--- config.mk ---
export PLATFORM = sky130hd
export DESIGN_NAME = sha_jobq
export DESIGN_NICKNAME = d
export VERILOG_FILES = /design/src/sv/sha_pkg.sv /design/src/sv/sha_jobq.sv
export SDC_FILE = /design/constraint.sdc
export NUM_CORES = 1
export LEC_CHECK = 0
export BUFFER_PORTS_ARGS = -buffer_cell sky130_fd_sc_hd__clkbuf_2
export CORE_AREA = 4 4 405 407
export CTS_CLUSTER_SIZE = 8
export DETAILED_ROUTE_END_ITERATION = 7
export DIE_AREA = 0 0 409 411
export SLEW_MARGIN = 25
export SYNTH_ARGS = -nofsm -noshare
export SYNTH_HDL_FRONTEND = slang
export SYNTH_SLANG_ARGS = --single-unit
--- constraint.sdc ---
create_clock -name clk -period 26.2 [get_ports clk]
set_input_delay 1.31 -clock clk [delete_from_list [all_inputs] [get_ports clk]]
set_output_delay 1.31 -clock clk [all_outputs]
set_load 0.01 [all_outputs]
--- src/sv/sha_pkg.sv ---
// shared types, constants and round functions for the sha-256 hasher
`default_nettype none
package sha_pkg;

  typedef struct packed {
    logic [7:0] data_byte;
    logic       has_byte;
    logic       last;
  } sha_in_t;

  typedef struct packed {
    logic [31:0] digest_word;
    logic [2:0]  word_index;
    logic        last_word;
  } sha_out_t;

  // block job handed from the front to the compression engine
  typedef struct packed {
    logic [511:0] block;
    logic         final_blk;
  } sha_job_t;

  localparam int unsigned BlockLen = 64;
  localparam int unsigned LenPos   = 56;
  localparam logic [7:0]  PadByte  = 8'h80;

  localparam logic [255:0] InitH = {
    32'h6a09e667, 32'hbb67ae85, 32'h3c6ef372, 32'ha54ff53a,
    32'h510e527f, 32'h9b05688c, 32'h1f83d9ab, 32'h5be0cd19};

  function automatic logic [31:0] round_k(input logic [5:0] i);
    logic [31:0] k;
    case (i)
      6'd0: k = 32'h428a2f98;  6'd1: k = 32'h71374491;  6'd2: k = 32'hb5c0fbcf;
      6'd3: k = 32'he9b5dba5;  6'd4: k = 32'h3956c25b;  6'd5: k = 32'h59f111f1;
      6'd6: k = 32'h923f82a4;  6'd7: k = 32'hab1c5ed5;  6'd8: k = 32'hd807aa98;
      6'd9: k = 32'h12835b01;  6'd10: k = 32'h243185be; 6'd11: k = 32'h550c7dc3;
      6'd12: k = 32'h72be5d74; 6'd13: k = 32'h80deb1fe; 6'd14: k = 32'h9bdc06a7;
      6'd15: k = 32'hc19bf174; 6'd16: k = 32'he49b69c1; 6'd17: k = 32'hefbe4786;
      6'd18: k = 32'h0fc19dc6; 6'd19: k = 32'h240ca1cc; 6'd20: k = 32'h2de92c6f;
      6'd21: k = 32'h4a7484aa; 6'd22: k = 32'h5cb0a9dc; 6'd23: k = 32'h76f988da;
      6'd24: k = 32'h983e5152; 6'd25: k = 32'ha831c66d; 6'd26: k = 32'hb00327c8;
      6'd27: k = 32'hbf597fc7; 6'd28: k = 32'hc6e00bf3; 6'd29: k = 32'hd5a79147;
      6'd30: k = 32'h06ca6351; 6'd31: k = 32'h14292967; 6'd32: k = 32'h27b70a85;
      6'd33: k = 32'h2e1b2138; 6'd34: k = 32'h4d2c6dfc; 6'd35: k = 32'h53380d13;
      6'd36: k = 32'h650a7354; 6'd37: k = 32'h766a0abb; 6'd38: k = 32'h81c2c92e;
      6'd39: k = 32'h92722c85; 6'd40: k = 32'ha2bfe8a1; 6'd41: k = 32'ha81a664b;
      6'd42: k = 32'hc24b8b70; 6'd43: k = 32'hc76c51a3; 6'd44: k = 32'hd192e819;
      6'd45: k = 32'hd6990624; 6'd46: k = 32'hf40e3585; 6'd47: k = 32'h106aa070;
      6'd48: k = 32'h19a4c116; 6'd49: k = 32'h1e376c08; 6'd50: k = 32'h2748774c;
      6'd51: k = 32'h34b0bcb5; 6'd52: k = 32'h391c0cb3; 6'd53: k = 32'h4ed8aa4a;
      6'd54: k = 32'h5b9cca4f; 6'd55: k = 32'h682e6ff3; 6'd56: k = 32'h748f82ee;
      6'd57: k = 32'h78a5636f; 6'd58: k = 32'h84c87814; 6'd59: k = 32'h8cc70208;
      6'd60: k = 32'h90befffa; 6'd61: k = 32'ha4506ceb; 6'd62: k = 32'hbef9a3f7;
      default: k = 32'hc67178f2;
    endcase
    return k;
  endfunction

  function automatic logic [31:0] rotr(input logic [31:0] x, input int unsigned n);
    return (x >> n) | (x << (32 - n));
  endfunction

endpackage
`default_nettype wire

--- src/sv/sha_jobq.sv ---
// queue of block jobs between front end and engine, holding at most one job
`default_nettype none
module sha_jobq import sha_pkg::*; (
  input  wire logic     clk,
  input  wire logic     rst_n,
  input  wire sha_job_t wr_job,
  input  wire logic     wr_push,
  output logic          full,
  output sha_job_t      rd_job,
  output logic          rd_empty,
  input  wire logic     rd_pop
);

  sha_job_t    mem_r [2];
  logic        wp_r, rp_r;
  logic [1:0]  cnt_r;

  // full also covers the cycle of a push, since the front pushes the cycle after it checks
  assign full     = (cnt_r != 2'd0) || wr_push;
  assign rd_empty = (cnt_r == 2'd0);
  assign rd_job   = mem_r[rp_r];

  always_ff @(posedge clk) begin
    if (!rst_n) begin
      wp_r <= 1'b0;
      rp_r <= 1'b0;
      cnt_r <= 2'd0;
    end else begin
      if (wr_push) wp_r <= ~wp_r;
      if (rd_pop && !rd_empty) rp_r <= ~rp_r;
      cnt_r <= cnt_r + 2'(wr_push) - 2'(rd_pop && !rd_empty);
    end
    if (wr_push) mem_r[wp_r] <= wr_job;
  end

endmodule
`default_nettype wire

### After elaboration in Yosys (flattened, before gate mapping)

Memories as Yosys holds them, arrays and structs flattened. A register that Yosys moved wholly into a read port is not among the register bits.
Index checks and enable logic that the tools add are counted.

* output and inout bits: 515
* latch bits: 0
* bits in writable memories: 1026
* bits of input ports: 517
* logic and storage cells: 17
* register bits: 4
* memories: 1
* memory bits (read-only): 0

Memories
* mem_r: depth 2, width 513, rd ports 1, clocked after Yosys merged registers in 1, write ports 1, RTL line sha_jobq.sv:14 `sha_job_t mem_r [2];`

* bitwise gates (word level): 2
* div/mod/pow operators: 0
* equal/unequal tests: 0
* mux-type cells: 4
* shift-type cells: 0
* reduce and logical (&&, ||, !) cells: 5
* $mul: 0
* $lt $le $gt $ge: 0
* add/sub/neg operators: 2

Operators by type and width (number)
* 1-bit 2-to-1 mux: 4
* 2-bit by 1-bit adder with 2-bit output: 1
* 2-bit logical NOT: 1
* 1-bit inverter: 2
* 2-bit nonzero test: 1
* 2-bit by 1-bit subtractor with 2-bit output: 1
* 1-bit logical AND: 1
* 1-bit logical NOT: 1
* 1-bit logical OR: 1

### Logic depth before layout (Yosys ltp)

Gate-level depths: netlist of run 1.

* word-level depth: 5
* depth in mapped cells: 6
* depth with buffers taken out: 6

### Worst setup path after synthesis of run 1

No wires, ideal clock.

* path type: input-to-reg
* from: in wr_push
* to: reg wp_r
* stages on the path: 2
* data arrival time: 24847 ps
* slack: 1189 ps
* library setup time: 164 ps
* required time: 26036 ps
* path buffers: 0
* cell sequence: nor2b_1 o21a_1

RTL lines
* start: declaration: RTL line sha_jobq.sv:7 `input wire logic wr_push,`
* end signal: assignment: RTL line sha_jobq.sv:29 `if (wr_push) wp_r <= ~wp_r;`
* end: declaration: RTL line sha_jobq.sv:15 `logic wp_r, rp_r;`

==> flow_metrics.tcl, run 1 <==
set metrics [dict create \
    globalRouteTotalUtil_pct 12.9 \
    hold_buffers 0 \
    clock_skew_ns 0.0229 \
    cts.sinks 1031 \
    synth-xor-area-share_pct 0.0601 \
    crit_chain "buf_4, buf_4, buf_4, buf_4, mux2_2, clkbuf_2" \
    syn-num-nets 2138 \
    antenna_found_initial 33 \
    fp.dieW_um 409 \
    synth-adder-area-share_pct 0.0668 \
    fin_tns_setup_ns 0 \
    syn_to_final_growth_pct 30.9 \
    crit_path_max_fanout 74 \
    maxCapViolations 0 \
    place_hpwl_mm 84.5 \
    fillers 15700 \
    start_util_pct 23.4 \
    drc 0 \
    vias 20200 \
    via_per_inst 4.06 \
    final_cell_mix "1031 x clkbuf_2, 1026 x edfxtp_1, 513 x mux2_2" \
    fin_area_um2 49000 \
    crit_path_end_kind "output port" \
    path_class "flop to output port" \
    synthTopCellsByArea "edfxtp_1 82%, mux2_2 15%, buf_6 1.6%" \
    drive_gt1_share_pct 62.1 \
    fp.dieH_um 411 \
    yosys_warnings 0 \
    cp.required_ns 24.89 \
    io_pins 1032 \
    grt_pass1_wl_mm 155 \
    synth_compound_area_share_pct 0.0401 \
    synth_area_um2 37400 \
    path_buf_inv 5 \
    insertion_delay_ns 0.73 \
    max_freq_ghz 0.150 \
    synth_top_family_by_area "multiplexers" \
    place_area_um2 44900 \
    comb_power_share_pct 17.1 \
    wl_per_cell_um 22.8 \
    r2r-start "wp_r" \
    min_path_type "flop to flop" \
    switching_share_pct 25.4 \
    fin_util_pct 30.6 \
    power.leakage_nw 18.0 \
    yosysUniqueCellTypes 16 \
    place.gp.congestion 0.861 \
    cts_buffers 149 \
    power.share.clock_pct 38.8 \
    path_delay_family "buffers and inverters" \
    p_switching_mw 1.12 \
    drt_iter0_drc 1664 \
    p_int_mw 3.30 \
    wl_met1_mm 43.6 \
    met3RoutedLength_mm 8.83 \
    slowest_delay_ns 0.82 \
    power_density_nw_per_um2 90.2 \
    gr-total-overflow 0 \
    cts_setup_buffers 0 \
    seq_area_um2 30900 \
    synth_top_area_cell "edfxtp_1" \
    layout_commonest_cell "clkbuf_2" \
    crit_top_cell "buf_4" \
    start_kind "flop" \
    ant_nets 0 \
    ctsLongestPathBuffers 3 \
    arrival_ns 5.36 \
    drv_slew 0 \
    multi_input_area_um2 5920 \
    die_area_um2 168000 \
    p_seq_share_pct 44.0 \
    relSlewSlack_pct 27.1 \
    ir_worst_vdd_mv 0.0693 \
    min_period_over_period_pct 25.4 \
    cts_resized 0 \
    cts_tree "yes" \
    synthSimpleGateAreaFrac_pct 0.137 \
    yosysTopAreaCellShare_pct 82.3 \
    rsz0062_at_grt "false" \
    first_global_vias 21200 \
    rows 147 \
    syn_area_per_cell_um2 23.1 \
    htree_levels 4 \
    hold_ws_ns 0.482 \
    tightest_slew_ns 1.09 \
    hp-start "rp_r" \
    routed.top_layer "met5" \
    grt_max_degree 151 \
    synthMuxAreaShare_pct 15.5 \
    port_buffers 1031 \
    setup_violations 0 \
    yosysSeqAreaShare_pct 82.5 \
    routed_wl_mm 113 \
    cpMaxStageDelayCell "buf_4" \
    run_status "completed" \
    clk_pin_slew_ns 0.05 \
    synth_seq_cells 1031 \
    core_um2 160000 \
    wl_met2_mm 57.6 \
    hold_violations 0 \
    nNetsFinal 3287 \
    post-route-min-period_ns 6.67 \
    dr.pass1.iters 5 \
    clockRootBuffer "clkbuf_16" \
    syn_inst 1619 \
]
-- final cells by class --
type | count | share of cell area (%)
diodes | 5 | 0.0255
clock buffers | 164 | 7.78
clock inverters | 18 | 0.628
inverters | 2 | 0.0153
multi-input cells | 529 | 12.1
flip-flops and latches | 1031 | 63.0
well taps | 2160 | 5.51
repair buffers | 1055 | 10.9
-- worst register-to-register path, stage by stage (launching register included) --
cell and delay [ns]:
dfxtp_1 0.33, nor2b_4 0.12, buf_4 0.52, buf_4 0.71
buf_4 0.71, buf_4 0.71, buf_4 0.87
-- cell families after synthesis --
group	after synthesis
simple gates	9
xor+xnor	1
fa+ha+maj	2
buf+inv	59
compound gates	2
mux	515
flops	1031
-- state kept, by name, indices dropped and copies added (netlist names), named ones only --
signal  cells
rp_r        1
mem_r    1026
wp_r        1
cnt_r       2
-- power by group through the flow --
stage	Clock (mW)	Combinational, mW	Sequential [mW]
CTS	1.77	0.773	1.95
finish	1.72	0.758	1.95
detailed placement	0	0.770	1.98
global route	1.84	0.806	1.95
global placement	0	0.764	1.98
floorplan	0	0.477	2.02
-- synth_stat cells, drive strengths merged --
cell    number
nor2b        3
o21a         2
mux2i        2
mux2       513
nand2        1
ha           2
nor2         1
xnor3        1
edfxtp    1026
dfxtp        5
and2         2
inv          2
nand2b       1
or3          1
buf         57
-- final timing paths --
path	slack (ns)	cells past startpoint	to
worst max-delay path	19.53	6	rd_job[159]
worst min-delay path	0.48	2	flop
worst max register to register	21.77	6	mem_r[0][227]
worst min register to register	0.48	2	flop
-- per-layer routing --
metal | vias to the layer above | track usage (%)
li1 | 8760 | -
met4 | 6 | 4.33
met3 | 206 | 4.12
met2 | 927 | 22.4
met5 | - | 0
met1 | 10300 | 15.1
-- per-stage QoR --
stage / std cells / total power, mW / setup WS [ns]
final: 4964 / 4.42 / 19.53
after global routing: 4964 / 4.60 / 19.17
after detailed placement: 4777 / 2.75 / 20.19
after CTS: 4959 / 4.49 / 19.35
after floorplan: 1619 / 2.50 / 1.19
after global placement: 4777 / 2.74 / 20.25
No activity file was read; power rests on OpenSTA's default activity.
==> run 2, diff against run 1 <==
==> constraint.sdc (replaced) <==
create_clock -name clk -period 6.8 [get_ports clk]
set_input_delay 0.34 -clock clk [delete_from_list [all_inputs] [get_ports clk]]
set_output_delay 0.34 -clock clk [all_outputs]
set_load 0.01 [all_outputs]
==> flow_metrics.tcl, run 2 (same netlist as run 1, synthesis figures left out) <==
set metrics [dict create \
    run_status "completed" \
    die_area_um2 168000 \
    insertion_delay_ns 0.74 \
    grt_pass1_wl_mm 169 \
    dp_slack_ns 3.95 \
    clockRootBuffer "clkbuf_16" \
    power_density_nw_per_um2 318 \
    min_period_over_period_pct 53.4 \
    drc 0 \
    rows 147 \
    arrival_ns 3.29 \
    place_area_um2 45100 \
    drive_gt1_share_pct 52.4 \
    tightest_slew_ns 1.12 \
    cts_buffers 147 \
    antenna_found_initial 43 \
    globalRouteTotalUtil_pct 13.9 \
    crit_path_end_kind "output port" \
    fp.dieW_um 409 \
    ir_worst_vdd_mv 0.256 \
    drt_iter0_drc 1651 \
    top_regs "mem_r (1026), cnt_r (2)" \
    max_freq_ghz 0.276 \
    cts_tree "yes" \
    first_global_vias 24300 \
    total_power_mw 17.3 \
    clock_skew_ns 0.0163 \
    ctsLongestPathBuffers 3 \
    rsz0062_at_grt "false" \
    fin_area_um2 54300 \
    wl_per_cell_um 22.0 \
    top_register "mem_r" \
    fillers 15200 \
    start_util_pct 23.4 \
    htree_levels 4 \
    power.leakage_nw 20.2 \
    core_um2 160000 \
    cp.required_ns 6.46 \
    largest_register_ffs 1026 \
    maxCapViolations 0 \
    hold_ws_ns 0.0145 \
    crit_path_max_fanout 109 \
    post-route-min-period_ns 3.63 \
    drv_slew 0 \
    via_per_inst 4.10 \
    grtUsageMet2_pct 24.2 \
    final_cell_mix "1031 x clkbuf_2, 1026 x edfxtp_1, 516 x dlygate4sd3_1" \
    cts.sinks 1031 \
    setup_violations 0 \
    layout_commonest_cell "clkbuf_2" \
    min_path_type "input pin to flop" \
    finalWorstSetupSlack_ns 3.17 \
    relSlewSlack_pct 25.6 \
    grt-busiest-layer "met2" \
    path_class "flop to output port" \
    gr-total-overflow 0 \
    fp.dieH_um 411 \
    cts_resized 0 \
    ant_nets 0 \
    place_hpwl_mm 88.7 \
    nNetsFinal 3808 \
    io_pins 1032 \
    clk_pin_slew_ns 0.05 \
    met3_usage_pct 4.68 \
    grt_max_degree 148 \
    hold_violations 0 \
    port_buffers 1031 \
    dr.pass1.iters 5 \
    place.gp.congestion 0.868 \
    routed_wl_mm 121 \
    vias 22600 \
    start_kind "flop" \
    syn_to_final_growth_pct 45.1 \
    grt_use_met1_pct 15.6 \
]
## run 2: where the power goes
group | internal (mW) | total (mW) | switching [mW]
registers | 7.38 | 7.52 | 0.135
logic | 1.52 | 3.22 | 1.70
clock network | 4.01 | 6.57 | 2.55
## run 2: path summary, 6_finish.rpt
check,from,end,slack (ns),depth (start not counted)
min,wr_job[4],mem_r[1][4],0.01,1
max reg2reg,wp_r,mem_r[1][408],4.14,3
max,flop,rd_job[208],3.17,4
min reg2reg,rp_r,flop,0.47,2
## run 2: what timing repair did
action | CTS | global route
setup endpoints to repair | 0 | 0
hold endpoints to repair | 1029 | 0
hold buffers | 516 | 0
buffers inserted | 0 | 0
## run 2: area by class of cell
cell class	instances	area [um2]	share of cell area, %
clock inverters	10	153	0.281
repair buffers	1578	10700	19.7
diodes	20	50.0	0.0921
inverters	2	7.51	0.0138
clock buffers	170	3890	7.16
flip-flops and latches	1031	30900	56.9
well taps	2160	2700	4.97
multi-input cells	529	5920	10.9
## run 2: metrics by stage
stage | instances | TNS (ns) | utilization, %
2_1_floorplan | 1619 | -1007.11 | -
3_3_place_gp | 4784 | 0 | 28.1
3_5_place_dp | 4784 | 0 | 28.1
4_1_cts | 5480 | 0 | 33.9
5_1_grt | 5492 | 0 | 33.9
6_report | 5500 | 0 | 33.9
## run 2: per-layer routing
layer	vias up	wire, um
met5	-	129
met4	20	3950
met3	244	9560
met2	1026	61800
met1	11400	45500
li1	9839	-
## run 2: worst max-delay path: stages, from the launching register on
cell and delay, ns:
dfxtp_4 0.83, buf_12 0.38, buf_12 0.44, mux2_2 0.43
clkbuf_2 0.15
==> run 3, diff against run 2 <==
--- a/config.mk
+++ b/config.mk
@@ -5,6 +5,7 @@
 export SDC_FILE = /design/constraint.sdc
 export NUM_CORES = 1
 export LEC_CHECK = 0
+export ABC_AREA = 1
 export BUFFER_PORTS_ARGS = -buffer_cell sky130_fd_sc_hd__clkbuf_2
 export CORE_AREA = 4 4 405 407
 export CTS_CLUSTER_SIZE = 8
==> constraint.sdc (replaced) <==
create_clock -name clk -period 3.1 [get_ports clk]
set_input_delay 0.155 -clock clk [delete_from_list [all_inputs] [get_ports clk]]
set_output_delay 0.155 -clock clk [all_outputs]
set_load 0.01 [all_outputs]
==> flow_metrics.tcl, run 3 <==
set metrics [dict create \
    run_status "completed" \
    syn_inst 1632 \
    tightest_slew_ns 0.606 \
    synth_common_cells "1026 x edfxtp_1, 513 x mux2_2, 53 x buf_6" \
    cts_tree "yes" \
    fin_util_pct 34.1 \
    nNetsFinal 3848 \
    synthArstFlopShare_pct 0 \
    hold_end "mem_r[1][7]" \
    ys.flop_type "edfxtp_1" \
    start_util_pct 23.4 \
    top_register "mem_r" \
    cts_resized 0 \
    switching_share_pct 25.5 \
    place_hpwl_mm 84.8 \
    comb_power_share_pct 18.9 \
    maxCapViolations 0 \
    port_buffers 1031 \
    setup_violations 0 \
    yosys_warnings 0 \
    synth_top_area_cell "edfxtp_1" \
    crit_path_max_fanout 38 \
    min_path_type "input pin to flop" \
    io_pins 1032 \
    ant_nets 0 \
    synth_seq_cells 1031 \
    clockRootBuffer "clkbuf_16" \
    top_regs "mem_r (1026), cnt_r (2)" \
    dr.pass1.iters 5 \
    dp_slack_ns 1.15 \
    hold_violations 0 \
    grt_max_degree 71 \
    synth_area_um2 37400 \
    syn_to_final_growth_pct 46.0 \
    clock_skew_ns 0.0408 \
    hp-start "wr_job[7]" \
    globalRouteTotalUtil_pct 13.4 \
    max_freq_ghz 0.381 \
    core_um2 160000 \
    path_class "flop to output port" \
    cts.sinks 1031 \
    cts_buffers 148 \
    fp.dieH_um 411 \
    final_cell_mix "1031 x clkbuf_2, 1026 x edfxtp_1, 517 x dlygate4sd3_1" \
    power.share.clock_pct 37.7 \
    yosysSeqAreaShare_pct 82.6 \
    grt_pass1_wl_mm 164 \
    place.gp.congestion 0.845 \
    routed_wl_mm 117 \
    rsz0062_at_grt "false" \
    min_period_over_period_pct 84.7 \
    whs_path_depth 2 \
    synth_enable_flop_cells 1026 \
    cp.required_ns 2.94 \
    insertion_delay_ns 0.75 \
    via_per_inst 4.05 \
    largest_register_ffs 1026 \
    p_seq_share_pct 43.4 \
    p_int_mw 28.2 \
    fp.dieW_um 409 \
    start_kind "flop" \
    arrival_ns 2.47 \
    wl_per_cell_um 21.1 \
    die_area_um2 168000 \
    gr-total-overflow 0 \
    first_global_vias 24000 \
    crit_path_end_kind "output port" \
    antenna_found_initial 41 \
    vias 22400 \
    rows 147 \
    drt_iter0_drc 1626 \
    yosysTopAreaCellShare_pct 82.3 \
    worstReg2RegEnd "mem_r[1][359]" \
    drv_slew 0 \
    power_density_nw_per_um2 692 \
    r2r-start "wp_r" \
    relSlewSlack_pct 59.5 \
    drive_gt1_share_pct 52.8 \
    ctsLongestPathBuffers 3 \
    htree_levels 4 \
    clk_pin_slew_ns 0.06 \
    synthTopCellsByArea "edfxtp_1 82%, mux2_2 15%, buf_6 1.6%" \
    yosysUniqueCellTypes 11 \
    ff2ff_path_depth 4 \
    syn-num-nets 2151 \
    post-route-min-period_ns 2.63 \
    drc 0 \
    r2r_setup_slack_ns 1.15 \
    syn_area_per_cell_um2 22.9 \
    ir_worst_vdd_mv 0.673 \
    fillers 15200 \
    layout_commonest_cell "clkbuf_2" \
    p_switching_mw 9.64 \
    finalWorstSetupSlack_ns 0.474 \
    power.leakage_nw 20.4 \
    yosysMostFrequentCell "edfxtp_1" \
]
run 3: changes by cell type in the layout (fill, tap and decap cells not counted), sizes merged, moves of 7 or more:
cell / before / now
nand2: 1 / 9
nor2: 1 / 9
buf: 31 / 56
inv: 8 / 15
clkbuf: 1201 / 1186
run 3: metrics by stage:
step	hold WS (ns)	TNS, ns	instances	cell area (um2)	power [mW]
2_1_floorplan	0.248	-5447.41	1632	37500	20.7
3_3_place_gp	0.344	0	4822	45400	23.2
3_5_place_dp	0.347	0	4822	45400	23.3
4_1_cts	0.0411	0	5510	54600	38.4
5_1_grt	0.0924	0	5520	54600	39.4
6_report	0.136	0	5529	54700	37.8
run 3: cells by family after synthesis:
kind of cell               after synthesis  synth area share (%)
muxes                                  513                  15.4
adders and majority gates                2                0.0668
DFF                                   1031                  82.6
AOI/OAI and AO/OA                        1                0.0134
buffers and inverters                   65                  1.73
and+or+nand+nor                         20                 0.207
run 3: how the worst max path moves through the flow:
stage,slack (ns),cells after the start,end,from
2_1_floorplan,-5.41,2,mem_r[1][0],wp_r
3_3_place_gp,1.15,4,mem_r[1][258],wp_r
3_5_place_dp,1.15,4,mem_r[1][242],wp_r
4_1_cts,0.32,4,rd_job[502],flop
5_1_grt,0.32,4,rd_job[506],flop
6_report,0.47,4,rd_job[502],flop
run 3: area by class of cell:
type | instances | area (um2) | share of cell area, %
multi-input combinational | 536 | 5890 | 10.8
timing repair buffer | 1604 | 11100 | 20.2
sequential | 1031 | 30900 | 56.6
antenna | 19 | 47.5 | 0.0870
tap | 2160 | 2700 | 4.94
clock buffer | 155 | 3750 | 6.86
clock inverter | 16 | 268 | 0.490
inverter | 8 | 33.8 | 0.0618
run 3: metal layers:
metal | wire, um | vias to the layer above | share of wire, % | global-route usage (%)
li1 | - | 9936 | - | -
met1 | 43100 | 11200 | 37 | 15.0
met2 | 58400 | 1055 | 50 | 22.7
met3 | 11300 | 231 | 9.7 | 5.33
met4 | 3670 | 26 | 3.1 | 5.27
met5 | 166 | - | 0.14 | 0
run 3: worst max-delay path: stages, from the launching register on:
cell      delay, ns
dfxtp_4        0.55
buf_12         0.28
buf_12         0.28
mux2_2         0.40
clkbuf_2       0.14
run 3: power by group through the flow:
stage                     Sequential [mW]  Clock (mW)  Combinational, mW
final                                16.4        14.3               7.15
after global routing                 16.5        15.3               7.59
after CTS                            16.4        14.7               7.25
after detailed placement             16.7           0               6.59
after global placement               16.7           0               6.56
after floorplan                      16.8           0               3.93
run 3: what timing repair did:
action	4_1_cts	5_1_grt
hold buffers	517	0
setup buffers	0	0
hold endpoints to repair	1031	0
